--- src/sv/gtr_pkg.sv ---
// Shared types and fixed-point constants of the Gouraud triangle rasteriser.
package gtr_pkg;

	localparam int COORD_BITS = 12;
	localparam int FRAC_BITS  = 16;
	localparam int COLOR_BITS = 8;
	localparam int XW         = COORD_BITS + FRAC_BITS;   // edge X, 12.16
	localparam int CW         = COLOR_BITS + FRAC_BITS;   // edge colour, 8.16
	localparam int NUM_W      = CW + FRAC_BITS;           // divider dividend
	localparam int ACC_W      = 32;                       // span colour accumulator

	localparam logic OP_LOAD = 1'b0;
	localparam logic OP_STEP = 1'b1;

	localparam logic [1:0] COMP_X    = 2'd0;
	localparam logic [1:0] COMP_LAST = 2'd3;
	localparam logic [1:0] EDGE_LAST = 2'd2;
	localparam logic [1:0] SPAN_LAST = 2'd2;

	typedef enum logic [1:0] {
		PH_DONE,
		PH_UPPER,
		PH_LOWER
	} phase_t;

	typedef enum logic [3:0] {
		ST_IDLE,
		ST_EDGE,
		ST_EDGE_WAIT,
		ST_INIT,
		ST_SEEK_A,
		ST_SEEK_B,
		ST_SPAN,
		ST_SPAN_WAIT,
		ST_SPAN_INIT,
		ST_STEP,
		ST_FINISH
	} state_t;

	typedef struct packed {
		logic       load_vtx;
		logic       pix_capture;
		logic       pix_clear;
		logic       div_start;
		logic       span_mode;
		logic       edge_wr;
		logic       init_walk;
		logic       seek_a;
		logic       walk;
		logic       span_wr;
		logic       span_init;
		logic       out_load;
		logic [1:0] edge_sel;
		logic [1:0] comp_sel;
	} cmd_t;

	typedef struct packed {
		logic div_busy;
		logic div_done;
		logic dy_pos;
		logic phase_done;
		logic span_nonempty;
		logic row_end;
		logic out_free;
	} sts_t;

endpackage

--- src/sv/gtr_div.sv ---
// Radix-2 restoring divider, one quotient bit per cycle.
module gtr_div import gtr_pkg::*; (
	input  logic             clk,
	input  logic             arst_n,
	input  logic             start,
	input  logic [NUM_W-1:0] num,
	input  logic [XW-1:0]    den,
	output logic [NUM_W-1:0] quo,
	output logic             busy,
	output logic             done
);

	localparam logic [5:0] LAST = 6'(NUM_W - 1);

	logic [NUM_W-1:0] quo_q;
	logic [XW-1:0]    rem_q;
	logic [XW-1:0]    den_q;
	logic [5:0]       cnt_q;
	logic             busy_q;
	logic             done_q;
	logic [XW:0]      trial;
	logic             fits;

	assign trial = {rem_q, quo_q[NUM_W-1]};
	assign fits  = trial >= {1'b0, den_q};

	always_ff @(posedge clk or negedge arst_n) begin
		if (!arst_n) begin
			busy_q <= 1'b0;
			done_q <= 1'b0;
			cnt_q  <= '0;
		end else begin
			done_q <= 1'b0;
			if (start) begin
				busy_q <= 1'b1;
				cnt_q  <= '0;
			end else if (busy_q) begin
				cnt_q <= cnt_q + 6'd1;
				if (cnt_q == LAST) begin
					busy_q <= 1'b0;
					done_q <= 1'b1;
				end
			end
		end
	end

	always_ff @(posedge clk) begin
		if (start) begin
			quo_q <= num;
			rem_q <= '0;
			den_q <= den;
		end else if (busy_q) begin
			rem_q <= fits ? XW'(trial - {1'b0, den_q}) : trial[XW-1:0];
			quo_q <= {quo_q[NUM_W-2:0], fits};
		end
	end

	assign quo  = quo_q;
	assign busy = busy_q;
	assign done = done_q;

endmodule

--- src/sv/gtr_datapath.sv ---
// Vertex store, edge walkers, span cursor and result registers of the rasteriser.
module gtr_datapath import gtr_pkg::*; (
	input  logic                  clk,
	input  logic                  arst_n,
	input  cmd_t                  cmd,
	output sts_t                  sts,
	input  logic [1:0]            vertex_slot,
	input  logic [COORD_BITS-1:0] vertex_x,
	input  logic [COORD_BITS-1:0] vertex_y,
	input  logic [COLOR_BITS-1:0] vertex_red,
	input  logic [COLOR_BITS-1:0] vertex_green,
	input  logic [COLOR_BITS-1:0] vertex_blue,
	input  logic                  out_ready,
	output logic                  out_valid,
	output logic                  pixel_valid,
	output logic [COORD_BITS-1:0] pixel_x,
	output logic [COORD_BITS-1:0] pixel_y,
	output logic [COLOR_BITS-1:0] pixel_red,
	output logic [COLOR_BITS-1:0] pixel_green,
	output logic [COLOR_BITS-1:0] pixel_blue,
	output logic                  last_pixel,
	output logic                  triangle_done
);

	function automatic logic [COLOR_BITS-1:0] to_color(input logic signed [ACC_W-1:0] v);
		logic [ACC_W-FRAC_BITS-1:0] r;
		r = v[ACC_W-1:FRAC_BITS];
		if (v < 0)
			return '0;
		else if (r > {{(ACC_W-FRAC_BITS-COLOR_BITS){1'b0}}, {COLOR_BITS{1'b1}}})
			return '1;
		else
			return r[COLOR_BITS-1:0];
	endfunction

	logic [COORD_BITS-1:0]  vx_q [3];
	logic [COORD_BITS-1:0]  vy_q [3];
	logic [COLOR_BITS-1:0]  vc_q [3][3];
	logic signed [XW:0]     sx_q [3];
	logic signed [CW:0]     sc_q [3][3];
	logic [XW-1:0]          lx_q, rx_q;
	logic [CW-1:0]          lc_q [3];
	logic [CW-1:0]          rc_q [3];
	logic signed [CW:0]     stc_q [3];
	logic [COORD_BITS:0]    cx_q;
	logic signed [ACC_W-1:0] cc_q [3];
	logic [COORD_BITS-1:0]  row_q;
	phase_t                 phase_q;
	logic                   round_up_q;
	logic                   div_neg_q;

	logic                   p_valid_q;
	logic [COORD_BITS-1:0]  p_x_q, p_y_q;
	logic [COLOR_BITS-1:0]  p_c_q [3];

	logic                   o_valid_q;
	logic                   o_pix_q, o_last_q, o_done_q;
	logic [COORD_BITS-1:0]  o_x_q, o_y_q;
	logic [COLOR_BITS-1:0]  o_c_q [3];

	logic [1:0]             e_from, e_to, cidx, kidx, sh, le, re;
	logic [COLOR_BITS-1:0]  ca, cb;
	logic [COORD_BITS-1:0]  ea, eb, emag, dy;
	logic                   eneg, sneg, dy_pos;
	logic [CW-1:0]          smag;
	logic [NUM_W-1:0]       div_num, quo;
	logic [XW-1:0]          div_den;
	logic                   div_busy, div_done;
	logic signed [XW:0]     edge_val;
	logic signed [CW:0]     span_val;
	logic                   mid_hit;
	phase_t                 phase_seek;
	logic [XW:0]            lx_up;

	// edge 0: top to middle, edge 1: top to bottom, edge 2: middle to bottom
	assign e_from = (cmd.edge_sel == EDGE_LAST) ? 2'd1 : 2'd0;
	assign e_to   = (cmd.edge_sel == 2'd0) ? 2'd1 : 2'd2;
	assign cidx   = (cmd.comp_sel == COMP_X) ? 2'd0 : cmd.comp_sel - 2'd1;
	assign kidx   = (cmd.comp_sel == COMP_LAST) ? 2'd0 : cmd.comp_sel;

	assign ca     = vc_q[e_to][cidx];
	assign cb     = vc_q[e_from][cidx];
	assign ea     = (cmd.comp_sel == COMP_X) ? vx_q[e_to] : {{(COORD_BITS-COLOR_BITS){1'b0}}, ca};
	assign eb     = (cmd.comp_sel == COMP_X) ? vx_q[e_from] : {{(COORD_BITS-COLOR_BITS){1'b0}}, cb};
	assign eneg   = ea < eb;
	assign emag   = eneg ? eb - ea : ea - eb;
	assign dy_pos = vy_q[e_to] > vy_q[e_from];
	assign dy     = vy_q[e_to] - vy_q[e_from];

	assign sneg   = rc_q[kidx] < lc_q[kidx];
	assign smag   = sneg ? lc_q[kidx] - rc_q[kidx] : rc_q[kidx] - lc_q[kidx];

	assign div_num = cmd.span_mode ? {smag, {FRAC_BITS{1'b0}}}
	                               : {{(NUM_W-XW){1'b0}}, emag, {FRAC_BITS{1'b0}}};
	assign div_den = cmd.span_mode ? rx_q - lx_q : {{(XW-COORD_BITS){1'b0}}, dy};

	gtr_div u_div (
		.clk    (clk),
		.arst_n (arst_n),
		.start  (cmd.div_start),
		.num    (div_num),
		.den    (div_den),
		.quo    (quo),
		.busy   (div_busy),
		.done   (div_done)
	);

	always_comb begin
		if (!dy_pos)
			edge_val = '0;
		else if (div_neg_q)
			edge_val = -$signed(quo[XW:0]);
		else
			edge_val = $signed(quo[XW:0]);
	end

	// saturate the span step to one bit more than the colour
	always_comb begin
		if (!div_neg_q) begin
			if (quo > NUM_W'({CW{1'b1}}))
				span_val = {1'b0, {CW{1'b1}}};
			else
				span_val = $signed(quo[CW:0]);
		end else begin
			if (quo >= NUM_W'({1'b1, {CW{1'b0}}}))
				span_val = {1'b1, {CW{1'b0}}};
			else
				span_val = -$signed(quo[CW:0]);
		end
	end

	assign sh = (phase_q == PH_UPPER) ? 2'd0 : 2'd2;
	assign le = round_up_q ? sh : 2'd1;
	assign re = round_up_q ? 2'd1 : sh;

	always_comb begin
		phase_seek = phase_q;
		mid_hit    = 1'b0;
		if (phase_q == PH_UPPER && row_q >= vy_q[1]) begin
			mid_hit    = 1'b1;
			phase_seek = PH_LOWER;
		end
		if (phase_seek == PH_LOWER && row_q >= vy_q[2])
			phase_seek = PH_DONE;
	end

	assign lx_up = {1'b0, lx_q} + {{(COORD_BITS+1){1'b0}}, {FRAC_BITS{1'b1}}};

	always_ff @(posedge clk or negedge arst_n) begin
		if (!arst_n) begin
			for (int s = 0; s < 3; s++) begin
				vx_q[s] <= '0;
				vy_q[s] <= '0;
				for (int k = 0; k < 3; k++)
					vc_q[s][k] <= '0;
			end
			phase_q    <= PH_DONE;
			round_up_q <= 1'b0;
			o_valid_q  <= 1'b0;
		end else begin
			if (cmd.load_vtx && vertex_slot != 2'd3) begin
				vx_q[vertex_slot]    <= vertex_x;
				vy_q[vertex_slot]    <= vertex_y;
				vc_q[vertex_slot][0] <= vertex_red;
				vc_q[vertex_slot][1] <= vertex_green;
				vc_q[vertex_slot][2] <= vertex_blue;
			end
			if (cmd.init_walk) begin
				round_up_q <= sx_q[0] < sx_q[1];
				phase_q    <= PH_UPPER;
			end else if (cmd.seek_a) begin
				phase_q <= phase_seek;
			end
			if (cmd.out_load)
				o_valid_q <= 1'b1;
			else if (out_ready)
				o_valid_q <= 1'b0;
		end
	end

	always_ff @(posedge clk) begin
		if (cmd.div_start)
			div_neg_q <= cmd.span_mode ? sneg : eneg;
		if (cmd.edge_wr) begin
			if (cmd.comp_sel == COMP_X)
				sx_q[cmd.edge_sel] <= edge_val;
			else
				sc_q[cmd.edge_sel][cidx] <= edge_val[CW:0];
		end
		if (cmd.span_wr)
			stc_q[kidx] <= span_val;

		if (cmd.init_walk) begin
			lx_q  <= {vx_q[0], {FRAC_BITS{1'b0}}};
			rx_q  <= {vx_q[0], {FRAC_BITS{1'b0}}};
			row_q <= vy_q[0];
			for (int k = 0; k < 3; k++) begin
				lc_q[k] <= {vc_q[0][k], {FRAC_BITS{1'b0}}};
				rc_q[k] <= {vc_q[0][k], {FRAC_BITS{1'b0}}};
			end
		end else if (cmd.seek_a) begin
			// snap one walker onto the middle vertex
			if (mid_hit) begin
				if (round_up_q) begin
					lx_q <= {vx_q[1], {FRAC_BITS{1'b0}}};
					for (int k = 0; k < 3; k++)
						lc_q[k] <= {vc_q[1][k], {FRAC_BITS{1'b0}}};
				end else begin
					rx_q <= {vx_q[1], {FRAC_BITS{1'b0}}};
					for (int k = 0; k < 3; k++)
						rc_q[k] <= {vc_q[1][k], {FRAC_BITS{1'b0}}};
				end
			end
		end else if (cmd.walk) begin
			lx_q  <= lx_q + sx_q[le][XW-1:0];
			rx_q  <= rx_q + sx_q[re][XW-1:0];
			row_q <= row_q + 1'b1;
			for (int k = 0; k < 3; k++) begin
				lc_q[k] <= lc_q[k] + sc_q[le][k][CW-1:0];
				rc_q[k] <= rc_q[k] + sc_q[re][k][CW-1:0];
			end
		end

		if (cmd.span_init) begin
			cx_q <= round_up_q ? lx_up[XW:FRAC_BITS] : {1'b0, lx_q[XW-1:FRAC_BITS]};
			for (int k = 0; k < 3; k++)
				cc_q[k] <= {{(ACC_W-CW){1'b0}}, lc_q[k]};
		end else if (cmd.pix_capture) begin
			cx_q <= cx_q + 1'b1;
			for (int k = 0; k < 3; k++)
				cc_q[k] <= cc_q[k] + {{(ACC_W-CW-1){stc_q[k][CW]}}, stc_q[k]};
		end

		if (cmd.pix_capture) begin
			p_valid_q <= 1'b1;
			p_x_q     <= cx_q[COORD_BITS-1:0];
			p_y_q     <= row_q;
			for (int k = 0; k < 3; k++)
				p_c_q[k] <= to_color(cc_q[k]);
		end else if (cmd.pix_clear) begin
			p_valid_q <= 1'b0;
			p_x_q     <= '0;
			p_y_q     <= '0;
			for (int k = 0; k < 3; k++)
				p_c_q[k] <= '0;
		end

		if (cmd.out_load) begin
			o_pix_q  <= p_valid_q;
			o_x_q    <= p_x_q;
			o_y_q    <= p_y_q;
			o_last_q <= p_valid_q && phase_q == PH_DONE;
			o_done_q <= phase_q == PH_DONE;
			for (int k = 0; k < 3; k++)
				o_c_q[k] <= p_c_q[k];
		end
	end

	assign sts.div_busy      = div_busy;
	assign sts.div_done      = div_done;
	assign sts.dy_pos        = dy_pos;
	assign sts.phase_done    = phase_q == PH_DONE;
	assign sts.span_nonempty = rx_q > lx_q;
	assign sts.row_end       = {cx_q, {FRAC_BITS{1'b0}}} >= {1'b0, rx_q};
	assign sts.out_free      = !o_valid_q || out_ready;

	assign out_valid     = o_valid_q;
	assign pixel_valid   = o_pix_q;
	assign pixel_x       = o_x_q;
	assign pixel_y       = o_y_q;
	assign pixel_red     = o_c_q[0];
	assign pixel_green   = o_c_q[1];
	assign pixel_blue    = o_c_q[2];
	assign last_pixel    = o_last_q;
	assign triangle_done = o_done_q;

endmodule

--- src/sv/gtr_ctrl.sv ---
// Sequencer for vertex loads, edge and span divisions, row seeking and pixel steps.
module gtr_ctrl import gtr_pkg::*; (
	input  logic clk,
	input  logic arst_n,
	input  logic in_valid,
	output logic in_ready,
	input  logic opcode,
	input  sts_t sts,
	output cmd_t cmd
);

	state_t     state_q, state_d;
	logic [1:0] edge_q, edge_d;
	logic [1:0] comp_q, comp_d;
	logic       accept;

	assign accept = in_valid && in_ready;

	always_ff @(posedge clk or negedge arst_n) begin
		if (!arst_n) begin
			state_q <= ST_IDLE;
			edge_q  <= '0;
			comp_q  <= '0;
		end else begin
			state_q <= state_d;
			edge_q  <= edge_d;
			comp_q  <= comp_d;
		end
	end

	always_comb begin
		state_d      = state_q;
		edge_d       = edge_q;
		comp_d       = comp_q;
		cmd          = '0;
		cmd.edge_sel = edge_q;
		cmd.comp_sel = comp_q;
		in_ready     = 1'b0;
		unique case (state_q)
			ST_IDLE: begin
				in_ready = 1'b1;
				if (accept) begin
					if (opcode == OP_LOAD) begin
						cmd.load_vtx  = 1'b1;
						cmd.pix_clear = 1'b1;
						edge_d        = '0;
						comp_d        = COMP_X;
						state_d       = ST_EDGE;
					end else if (sts.phase_done) begin
						cmd.pix_clear = 1'b1;
						state_d       = ST_FINISH;
					end else begin
						cmd.pix_capture = 1'b1;
						state_d         = ST_STEP;
					end
				end
			end
			ST_EDGE, ST_EDGE_WAIT: begin
				if (state_q == ST_EDGE && sts.dy_pos) begin
					cmd.div_start = 1'b1;
					state_d       = ST_EDGE_WAIT;
				end else if (state_q == ST_EDGE || sts.div_done) begin
					cmd.edge_wr = 1'b1;
					if (comp_q != COMP_LAST) begin
						comp_d  = comp_q + 2'd1;
						state_d = ST_EDGE;
					end else if (edge_q != EDGE_LAST) begin
						edge_d  = edge_q + 2'd1;
						comp_d  = COMP_X;
						state_d = ST_EDGE;
					end else begin
						state_d = ST_INIT;
					end
				end
			end
			ST_INIT: begin
				cmd.init_walk = 1'b1;
				state_d       = ST_SEEK_A;
			end
			ST_SEEK_A: begin
				cmd.seek_a = 1'b1;
				state_d    = ST_SEEK_B;
			end
			ST_SEEK_B: begin
				if (sts.phase_done) begin
					state_d = ST_FINISH;
				end else if (sts.span_nonempty) begin
					comp_d  = '0;
					state_d = ST_SPAN;
				end else begin
					// empty row: step the edges and look again
					cmd.walk = 1'b1;
					state_d  = ST_SEEK_A;
				end
			end
			ST_SPAN: begin
				cmd.span_mode = 1'b1;
				cmd.div_start = 1'b1;
				state_d       = ST_SPAN_WAIT;
			end
			ST_SPAN_WAIT: begin
				cmd.span_mode = 1'b1;
				if (sts.div_done) begin
					cmd.span_wr = 1'b1;
					if (comp_q == SPAN_LAST) begin
						state_d = ST_SPAN_INIT;
					end else begin
						comp_d  = comp_q + 2'd1;
						state_d = ST_SPAN;
					end
				end
			end
			ST_SPAN_INIT: begin
				cmd.span_init = 1'b1;
				state_d       = ST_FINISH;
			end
			ST_STEP: begin
				if (sts.row_end) begin
					cmd.walk = 1'b1;
					state_d  = ST_SEEK_A;
				end else begin
					state_d = ST_FINISH;
				end
			end
			ST_FINISH: begin
				if (sts.out_free) begin
					cmd.out_load = 1'b1;
					state_d      = ST_IDLE;
				end
			end
			default: state_d = ST_IDLE;
		endcase
	end

	a_div_idle: assert property (@(posedge clk) disable iff (!arst_n)
		cmd.div_start |-> !sts.div_busy) else $error("divider restarted while busy");

	a_out_free: assert property (@(posedge clk) disable iff (!arst_n)
		cmd.out_load |-> sts.out_free) else $error("result word overwritten");

	a_accept_leaves: assert property (@(posedge clk) disable iff (!arst_n)
		accept |=> state_q != ST_IDLE) else $error("accepted word not processed");

	a_wait_done: assert property (@(posedge clk) disable iff (!arst_n)
		(state_q == ST_SPAN_WAIT && !sts.div_busy && !sts.div_done) |-> 1'b0)
		else $error("span wait with idle divider");

endmodule

--- src/sv/gouraud_triangle_rasterizer.sv ---
// Gouraud triangle rasteriser: load three vertices, then step out shaded pixels.
//
// Input channel (in_valid/in_ready): opcode 0 loads vertex_slot with position and
// colour and restarts the walk; opcode 1 asks for the next pixel. Vertices must be
// loaded top, middle, bottom in ascending row order. Each accepted word yields exactly
// one result word on the output channel (out_valid/out_ready).
// A pixel inside a span is captured on acceptance, then passes the step and finish
// states before out_valid is registered. When a step closes a row, the next row start
// costs three span colour divisions on the shared radix-2 divider, plus a pass through
// the seek states per skipped empty row. A load divides all non-flat edge components before
// the first row is sought. One word is worked on at a time; in_ready is high only while
// the sequencer is idle, so a pixel request is taken only once the last word's result is loaded.
// A finished result sits in the output register while the next word is accepted; if
// the receiver stalls, the sequencer holds at the end of that word until it is taken.
// After reset the vertex store is zero and no triangle is loaded: requests return
// triangle_done with no pixel.
module gouraud_triangle_rasterizer import gtr_pkg::*; (
	input  logic                  clk,
	input  logic                  arst_n,
	input  logic                  in_valid,
	output logic                  in_ready,
	input  logic                  opcode,
	input  logic [1:0]            vertex_slot,
	input  logic [COORD_BITS-1:0] vertex_x,
	input  logic [COORD_BITS-1:0] vertex_y,
	input  logic [COLOR_BITS-1:0] vertex_red,
	input  logic [COLOR_BITS-1:0] vertex_green,
	input  logic [COLOR_BITS-1:0] vertex_blue,
	output logic                  out_valid,
	input  logic                  out_ready,
	output logic                  pixel_valid,
	output logic [COORD_BITS-1:0] pixel_x,
	output logic [COORD_BITS-1:0] pixel_y,
	output logic [COLOR_BITS-1:0] pixel_red,
	output logic [COLOR_BITS-1:0] pixel_green,
	output logic [COLOR_BITS-1:0] pixel_blue,
	output logic                  last_pixel,
	output logic                  triangle_done
);

	cmd_t cmd;
	sts_t sts;

	gtr_ctrl u_ctrl (
		.clk      (clk),
		.arst_n   (arst_n),
		.in_valid (in_valid),
		.in_ready (in_ready),
		.opcode   (opcode),
		.sts      (sts),
		.cmd      (cmd)
	);

	gtr_datapath u_dp (
		.clk           (clk),
		.arst_n        (arst_n),
		.cmd           (cmd),
		.sts           (sts),
		.vertex_slot   (vertex_slot),
		.vertex_x      (vertex_x),
		.vertex_y      (vertex_y),
		.vertex_red    (vertex_red),
		.vertex_green  (vertex_green),
		.vertex_blue   (vertex_blue),
		.out_ready     (out_ready),
		.out_valid     (out_valid),
		.pixel_valid   (pixel_valid),
		.pixel_x       (pixel_x),
		.pixel_y       (pixel_y),
		.pixel_red     (pixel_red),
		.pixel_green   (pixel_green),
		.pixel_blue    (pixel_blue),
		.last_pixel    (last_pixel),
		.triangle_done (triangle_done)
	);

endmodule
--- config.mk ---
export PLATFORM = sky130hd
export DESIGN_NAME = gouraud_triangle_rasterizer
export DESIGN_NICKNAME = d
export VERILOG_FILES = /design/src/sv/gtr_pkg.sv /design/src/sv/gtr_div.sv /design/src/sv/gtr_datapath.sv /design/src/sv/gtr_ctrl.sv /design/src/sv/gouraud_triangle_rasterizer.sv
export SDC_FILE = /design/constraint.sdc
export NUM_CORES = 2
export LEC_CHECK = 0
export BUFFER_PORTS_ARGS = -buffer_cell sky130_fd_sc_hd__buf_4
export CORE_MARGIN = 2
export CORE_UTILIZATION = 50
export DETAILED_ROUTE_END_ITERATION = 12
export PLACE_DENSITY_LB_ADDON = 0.05
export SYNTH_ARGS = -nofsm -noshare
export SYNTH_HDL_FRONTEND = slang
export SYNTH_HIERARCHICAL = 1
export SYNTH_SLANG_ARGS = --single-unit
--- constraint.sdc ---
create_clock -name clk -period 8.53 [get_ports clk]
set_input_delay 1.706 -clock clk [delete_from_list [all_inputs] [get_ports clk]]
set_output_delay 1.706 -clock clk [all_outputs]
set_load 0.05 [all_outputs]
## After elaboration in Yosys (flattened, before gate mapping)

Memories as Yosys holds them, arrays and structs flattened.
Index checks and enable logic that the tools add are counted.

| operators by class | value |
|---|---|
| eq/ne operators | 39 |
| add/sub/neg operators | 27 |
| order comparisons | 23 |
| multiplexer cells | 212 |
| reductions and logical operators | 35 |
| bitwise operators | 22 |

Operators by type and width:

| kind | number |
|---|---|
| 24-bit two-way mux | 18 |
| 28-bit two-way mux | 11 |
| 12-bit two-way mux | 19 |
| 72-bit bitwise mux | 3 |
| 24-bit adder | 6 |
| 24-bit demux with 2-bit select | 3 |
| 8-bit two-way mux | 17 |
| 40-bit two-way mux | 3 |
| 25-bit two-way mux | 4 |
| 32-bit adder | 3 |
| 12-bit binary-select mux with 2-bit select | 4 |
| 24-bit binary-select mux with 2-bit select | 2 |
| 32-bit by 1-bit less-than comparator with 1-bit output, second input constant | 3 |
| 32-bit two-way mux | 3 |
| 75-bit two-way mux | 1 |
| 36-bit bitwise mux | 2 |
| 1-bit two-way mux | 66 |
| 29-bit by 28-bit >= comparator with 1-bit output | 2 |
| 29-bit two-way mux | 2 |
| 28-bit adder | 2 |
| 2-bit two-way mux | 28 |
| 28-bit subtractor | 2 |
| 25-bit demux with 2-bit select | 1 |
| 16-bit by 8-bit greater-than comparator with 1-bit output, second input constant | 3 |
| other kinds (58) | 150 |

| storage, ports and cells | value |
|---|---|
| output and inout bits | 53 |
| bits in writable memories | 675 |
| register bits after elaboration | 394 |
| word-level logic and storage cells | 409 |
| memories kept | 8 |

Memory list:

| name | depth | bits a word | rd ports | clocked after Yosys merged registers in | write ports | line | source |
|---|---|---|---|---|---|---|---|
| u_dp.sc_q | 3 | 75 | 2 | 0 | 1 | gtr_datapath.sv:40 | `logic signed [CW:0] sc_q [3][3];` |
| u_dp.cc_q | 3 | 32 | 3 | 0 | 3 | gtr_datapath.sv:46 | `logic signed [ACC_W-1:0] cc_q [3];` |
| u_dp.sx_q | 3 | 29 | 4 | 0 | 1 | gtr_datapath.sv:39 | `logic signed [XW:0] sx_q [3];` |
| u_dp.stc_q | 3 | 25 | 3 | 0 | 1 | gtr_datapath.sv:44 | `logic signed [CW:0] stc_q [3];` |
| u_dp.lc_q | 3 | 24 | 4 | 0 | 3 | gtr_datapath.sv:42 | `logic [CW-1:0] lc_q [3];` |
| u_dp.rc_q | 3 | 24 | 4 | 0 | 3 | gtr_datapath.sv:43 | `logic [CW-1:0] rc_q [3];` |
| +2 memories | -- | -- | -- | -- | -- | -- |  |

## Depth between registers and ports, before layout

| depth | value |
|---|---|
| depth in word-level cells | 14 |
| mapped depth | 27 |

## Modules after synthesis

The synthesis kept the hierarchy.

By module, submodules not included:

| module | area an instance (µm²) | cells each | times used |
|---|---|---|---|
| gtr_datapath | 61,676.7 | 6,142 | 1 |
| gtr_div | 5,725.5 | 511 | 1 |
| gtr_ctrl | 840.8 | 116 | 1 |

## Least setup slack after synthesis

Ideal clock, no wire load.

| timing | value |
|---|---|
| kind | register to register |
| from | reg u_ctrl.state_q[1] |
| to | reg u_dp.rx_q[1] |
| data arrival time | 7.321 ns |
| path slack | 0.820 ns |
| setup time | 0.390 ns |
| data required time | 8.140 ns |
| stages on the path, launching flop included | 10 |
| buffers on the path | 3 |
| path through | dfrtp_1 buf_2 buf_1 nor3_1 and4_1 o21ai_0 and2_1 clkbuf_1 o21ai_0 o22ai_1 |

RTL lines:

| item | line | source |
|---|---|---|
| start, declared | gtr_ctrl.sv:12 | `state_t state_q, state_d;` |
| start signal, assigned | gtr_ctrl.sv:25 | `state_q <= state_d;` |
| end signal, assigned | gtr_datapath.sv:195 | `rx_q <= {vx_q[0], {FRAC_BITS{1'b0}}};` |
| end signal, assigned | gtr_datapath.sv:209 | `rx_q <= {vx_q[1], {FRAC_BITS{1'b0}}};` |
| end signal, assigned | gtr_datapath.sv:216 | `rx_q <= rx_q + sx_q[re][XW-1:0];` |
| end, declared | gtr_datapath.sv:41 | `logic [XW-1:0] lx_q, rx_q;` |

==> flow_summary.json <==
{
  "cts_buffer_depth": 3,
  "crit-reg2reg-capture": "u_dp/sc_q[2][2]",
  "first_pass_grt_wire_length_mm": 311.0,
  "ff2ff_setup_slack_ns": 2.10,
  "total_standard_cell_area_after_synthesis_um2": 68240,
  "post_cts_hold_buffer_count": 0,
  "setup_viol": 0,
  "cts.repair_timing.setup_buffer_count": 0,
  "post_cts_resize_count": 0,
  "area_taken_by_multi_input_logic_gates_um2": 35660,
  "min_period_over_period": 0.7533,
  "drt-initial-drc-count": 5152,
  "initial_core_util": 0.5037,
  "timing.critical_path.to_type": "flip-flop",
  "hp-class": "flip-flop to flip-flop",
  "path_class": "flip-flop to flip-flop",
  "maxCapViolations": 0,
  "timing.critical_path.from_type": "flip-flop",
  "worst_slew_margin_rel": 0.1279,
  "yosysWarningCount": 6,
  "grt_setup_unrepaired": "no",
  "ff2ff_path_depth": 21,
  "detailroute.via_count": 52673,
  "finalWeightedCongestion": 0.9903,
  "startpoint_of_the_most_critical_register_to_register_path": "u_ctrl/edge_q[1]",
  "flow.area_growth_from_synthesis_pct": 10.30,
  "worst_pin_slew_ns": 1.292,
  "clock-root-buffer": "sky130_fd_sc_hd__clkbuf_16",
  "post_drt_wl_per_cell_um": 24.07,
  "worst_skew_pair.late_latency_ns": 0.74,
  "ios": 108,
  "number_of_global_route_vias_before_repair": 49393,
  "routed_wl_mm": 209.9,
  "fp.dieW_um": 373.4,
  "gr-usage-all-layers": 0.2933,
  "cts.htree.levels": 3,
  "cp_data_arrival_time_ns": 6.87,
  "nFillCells": 11958,
  "dp_hpwl_mm": 159.8,
  "dieArea_um2": 139400,
  "timing.final.hold_violations": 0,
  "tritoncts": "built",
  "finalSetupTns_ns": 0,
  "ff_latch_area_um2": 30370,
  "route.antenna.remaining_nets": 0,
  "clock_sinks": 1059,
  "fin_worst_skew_ns": 0.02553,
  "run_status": "complete, no violations",
  "grt_max_degree": 113,
  "holdPathStages": 0,
  "crit_fanout": 34,
  "timing.hold.worst_endpoint": "u_dp/pixel_y[3]",
  "antennaDiodeCount": 0,
  "syn_avg_cell_area_um2": 10.08,
  "globalRoute.totalOverflow": 0,
  "timing_max_transition_violations_final": 0,
  "finalNetCount": 7412,
  "port-buffer-count": 107,
  "rows": 135,
  "cts_inserted_buffers": 120,
  "min_period_ns": 6.426,
  "viasPerCell": 6.039,
  "floorplan.die.height_um": 373.4,
  "timing.critical_path.required_ns": 8.98,
  "fmaxAchievable_mhz": 155.6,
  "clk_pin_slew_ns": 0.06,
  "antenna_found_initial": 7,
  "ratio_of_cells_with_drive_above_1_in_the_final_layout": 0.1085,
  "cells_after_synth": 6768,
  "drcViolationCount": 0,
  "core_region_area_um2": 135500,
  "min_from": "u_dp/p_y_q[3]",
  "drt_pass1_iterations": 6
}
[through the flow]
| stage | instance area [um2] | setup WS, ns | hold WS [ns] | utilization | cells |
|---|---|---|---|---|---|
| after floorplan | 68290 | 0.8196 | 0.4003 | - | 6783 |
| after global placement | 71250 | 2.222 | 0.4008 | 0.5260 | 8498 |
| after detailed placement | 71250 | 2.115 | 0.4045 | 0.5260 | 8498 |
| after CTS | 75260 | 2.062 | 0.4131 | 0.5556 | 8722 |
| after global routing | 75260 | 1.518 | 0.4160 | 0.5556 | 8722 |
| final | 75260 | 2.104 | 0.4094 | 0.5556 | 8722 |
[how the worst max path moves through the flow]
stage / from / to / cells past startpoint
floorplan: u_ctrl/state_q[1] / u_dp/rx_q[1] / 9
global placement: u_ctrl/edge_q[1] / u_dp/sc_q[2][2] / 21
detailed placement: u_ctrl/edge_q[1] / u_dp/sc_q[2][4] / 21
CTS: u_ctrl/edge_q[1] / u_dp/sc_q[2][2] / 21
global route: u_ctrl/edge_q[1] / u_dp/sc_q[2][2] / 21
finish: u_ctrl/edge_q[1] / u_dp/sc_q[2][2] / 21
[layout by cell type (no fill, tap or decap), types with 34 or more instances in the layout]
master	n
sky130_fd_sc_hd__a211oi_1	101
sky130_fd_sc_hd__nand2_1	531
sky130_fd_sc_hd__clkbuf_16	122
sky130_fd_sc_hd__xor2_1	167
sky130_fd_sc_hd__nand2b_1	62
sky130_fd_sc_hd__nor3_1	134
sky130_fd_sc_hd__o21ai_0	385
sky130_fd_sc_hd__nor2_1	641
sky130_fd_sc_hd__o211ai_1	34
sky130_fd_sc_hd__o21bai_1	42
sky130_fd_sc_hd__ha_1	498
sky130_fd_sc_hd__and2_1	45
sky130_fd_sc_hd__mux2_2	257
sky130_fd_sc_hd__a21oi_1	563
sky130_fd_sc_hd__and3_1	55
sky130_fd_sc_hd__o21a_1	128
sky130_fd_sc_hd__xnor2_1	186
sky130_fd_sc_hd__inv_1	371
sky130_fd_sc_hd__mux2i_1	261
sky130_fd_sc_hd__edfxtp_1	834
sky130_fd_sc_hd__dfxtp_1	61
sky130_fd_sc_hd__nor2b_1	69
sky130_fd_sc_hd__dfrtp_1	163
sky130_fd_sc_hd__o31ai_1	38
sky130_fd_sc_hd__buf_4	200
sky130_fd_sc_hd__a31oi_1	58
sky130_fd_sc_hd__nand3_1	105
sky130_fd_sc_hd__a21o_1	185
sky130_fd_sc_hd__or3_1	45
sky130_fd_sc_hd__nand4_1	45
[metal layers]
layer	vias to the layer above	GRT usage	wire length, um
met5	-	0	12
met4	2	0.07593	5174
met3	248	0.04359	15750
met2	1704	0.4412	90330
met1	25757	0.4408	98650
li1	24962	-	-
[flip-flops by register name, summed over array words and instances, names as in the netlist, 36 cells and up]
register        cells
u_dp/vc_q          72
u_dp/lc_q          72
u_dp/stc_q         75
u_dp/vy_q          36
u_dp/vx_q          36
u_dp/sc_q         216
u_dp/sx_q          86
u_dp/u_div/quo     40
u_dp/cc_q          96
u_dp/rc_q          72
[critical path, stage by stage, from the launching register on]
cell,delay [ns]
sky130_fd_sc_hd__dfrtp_1,0.44
sky130_fd_sc_hd__or2_2,0.85
sky130_fd_sc_hd__o21ai_0,0.26
sky130_fd_sc_hd__inv_1,0.14
sky130_fd_sc_hd__fa_1,0.23
sky130_fd_sc_hd__nor2b_1,0.05
sky130_fd_sc_hd__o21ai_0,0.20
sky130_fd_sc_hd__a21boi_0,0.14
sky130_fd_sc_hd__o21ai_0,0.24
sky130_fd_sc_hd__a21boi_0,0.15
sky130_fd_sc_hd__o21ai_0,0.31
sky130_fd_sc_hd__a21oi_1,0.14
sky130_fd_sc_hd__o21ai_2,0.16
sky130_fd_sc_hd__buf_4,0.39
sky130_fd_sc_hd__inv_1,0.16
sky130_fd_sc_hd__nor2_1,0.14
sky130_fd_sc_hd__a21oi_1,0.05
sky130_fd_sc_hd__nor3_1,0.35
sky130_fd_sc_hd__nor2b_1,0.33
sky130_fd_sc_hd__nand2_1,0.18
sky130_fd_sc_hd__nor2_2,0.92
sky130_fd_sc_hd__buf_4,0.26
[layout make-up]
type                       instances  share of cell area
multi-input combinational       5077              0.4737
sequential                      1059              0.4036
clock buffer                     146             0.04229
tap                             1781             0.02961
timing repair buffer             204             0.02090
inverter                         377             0.01887
clock inverter                    78             0.01102
Power is not shown: default switching activity piles up to over one toggle a cycle in this logic, so the estimate is an artifact.
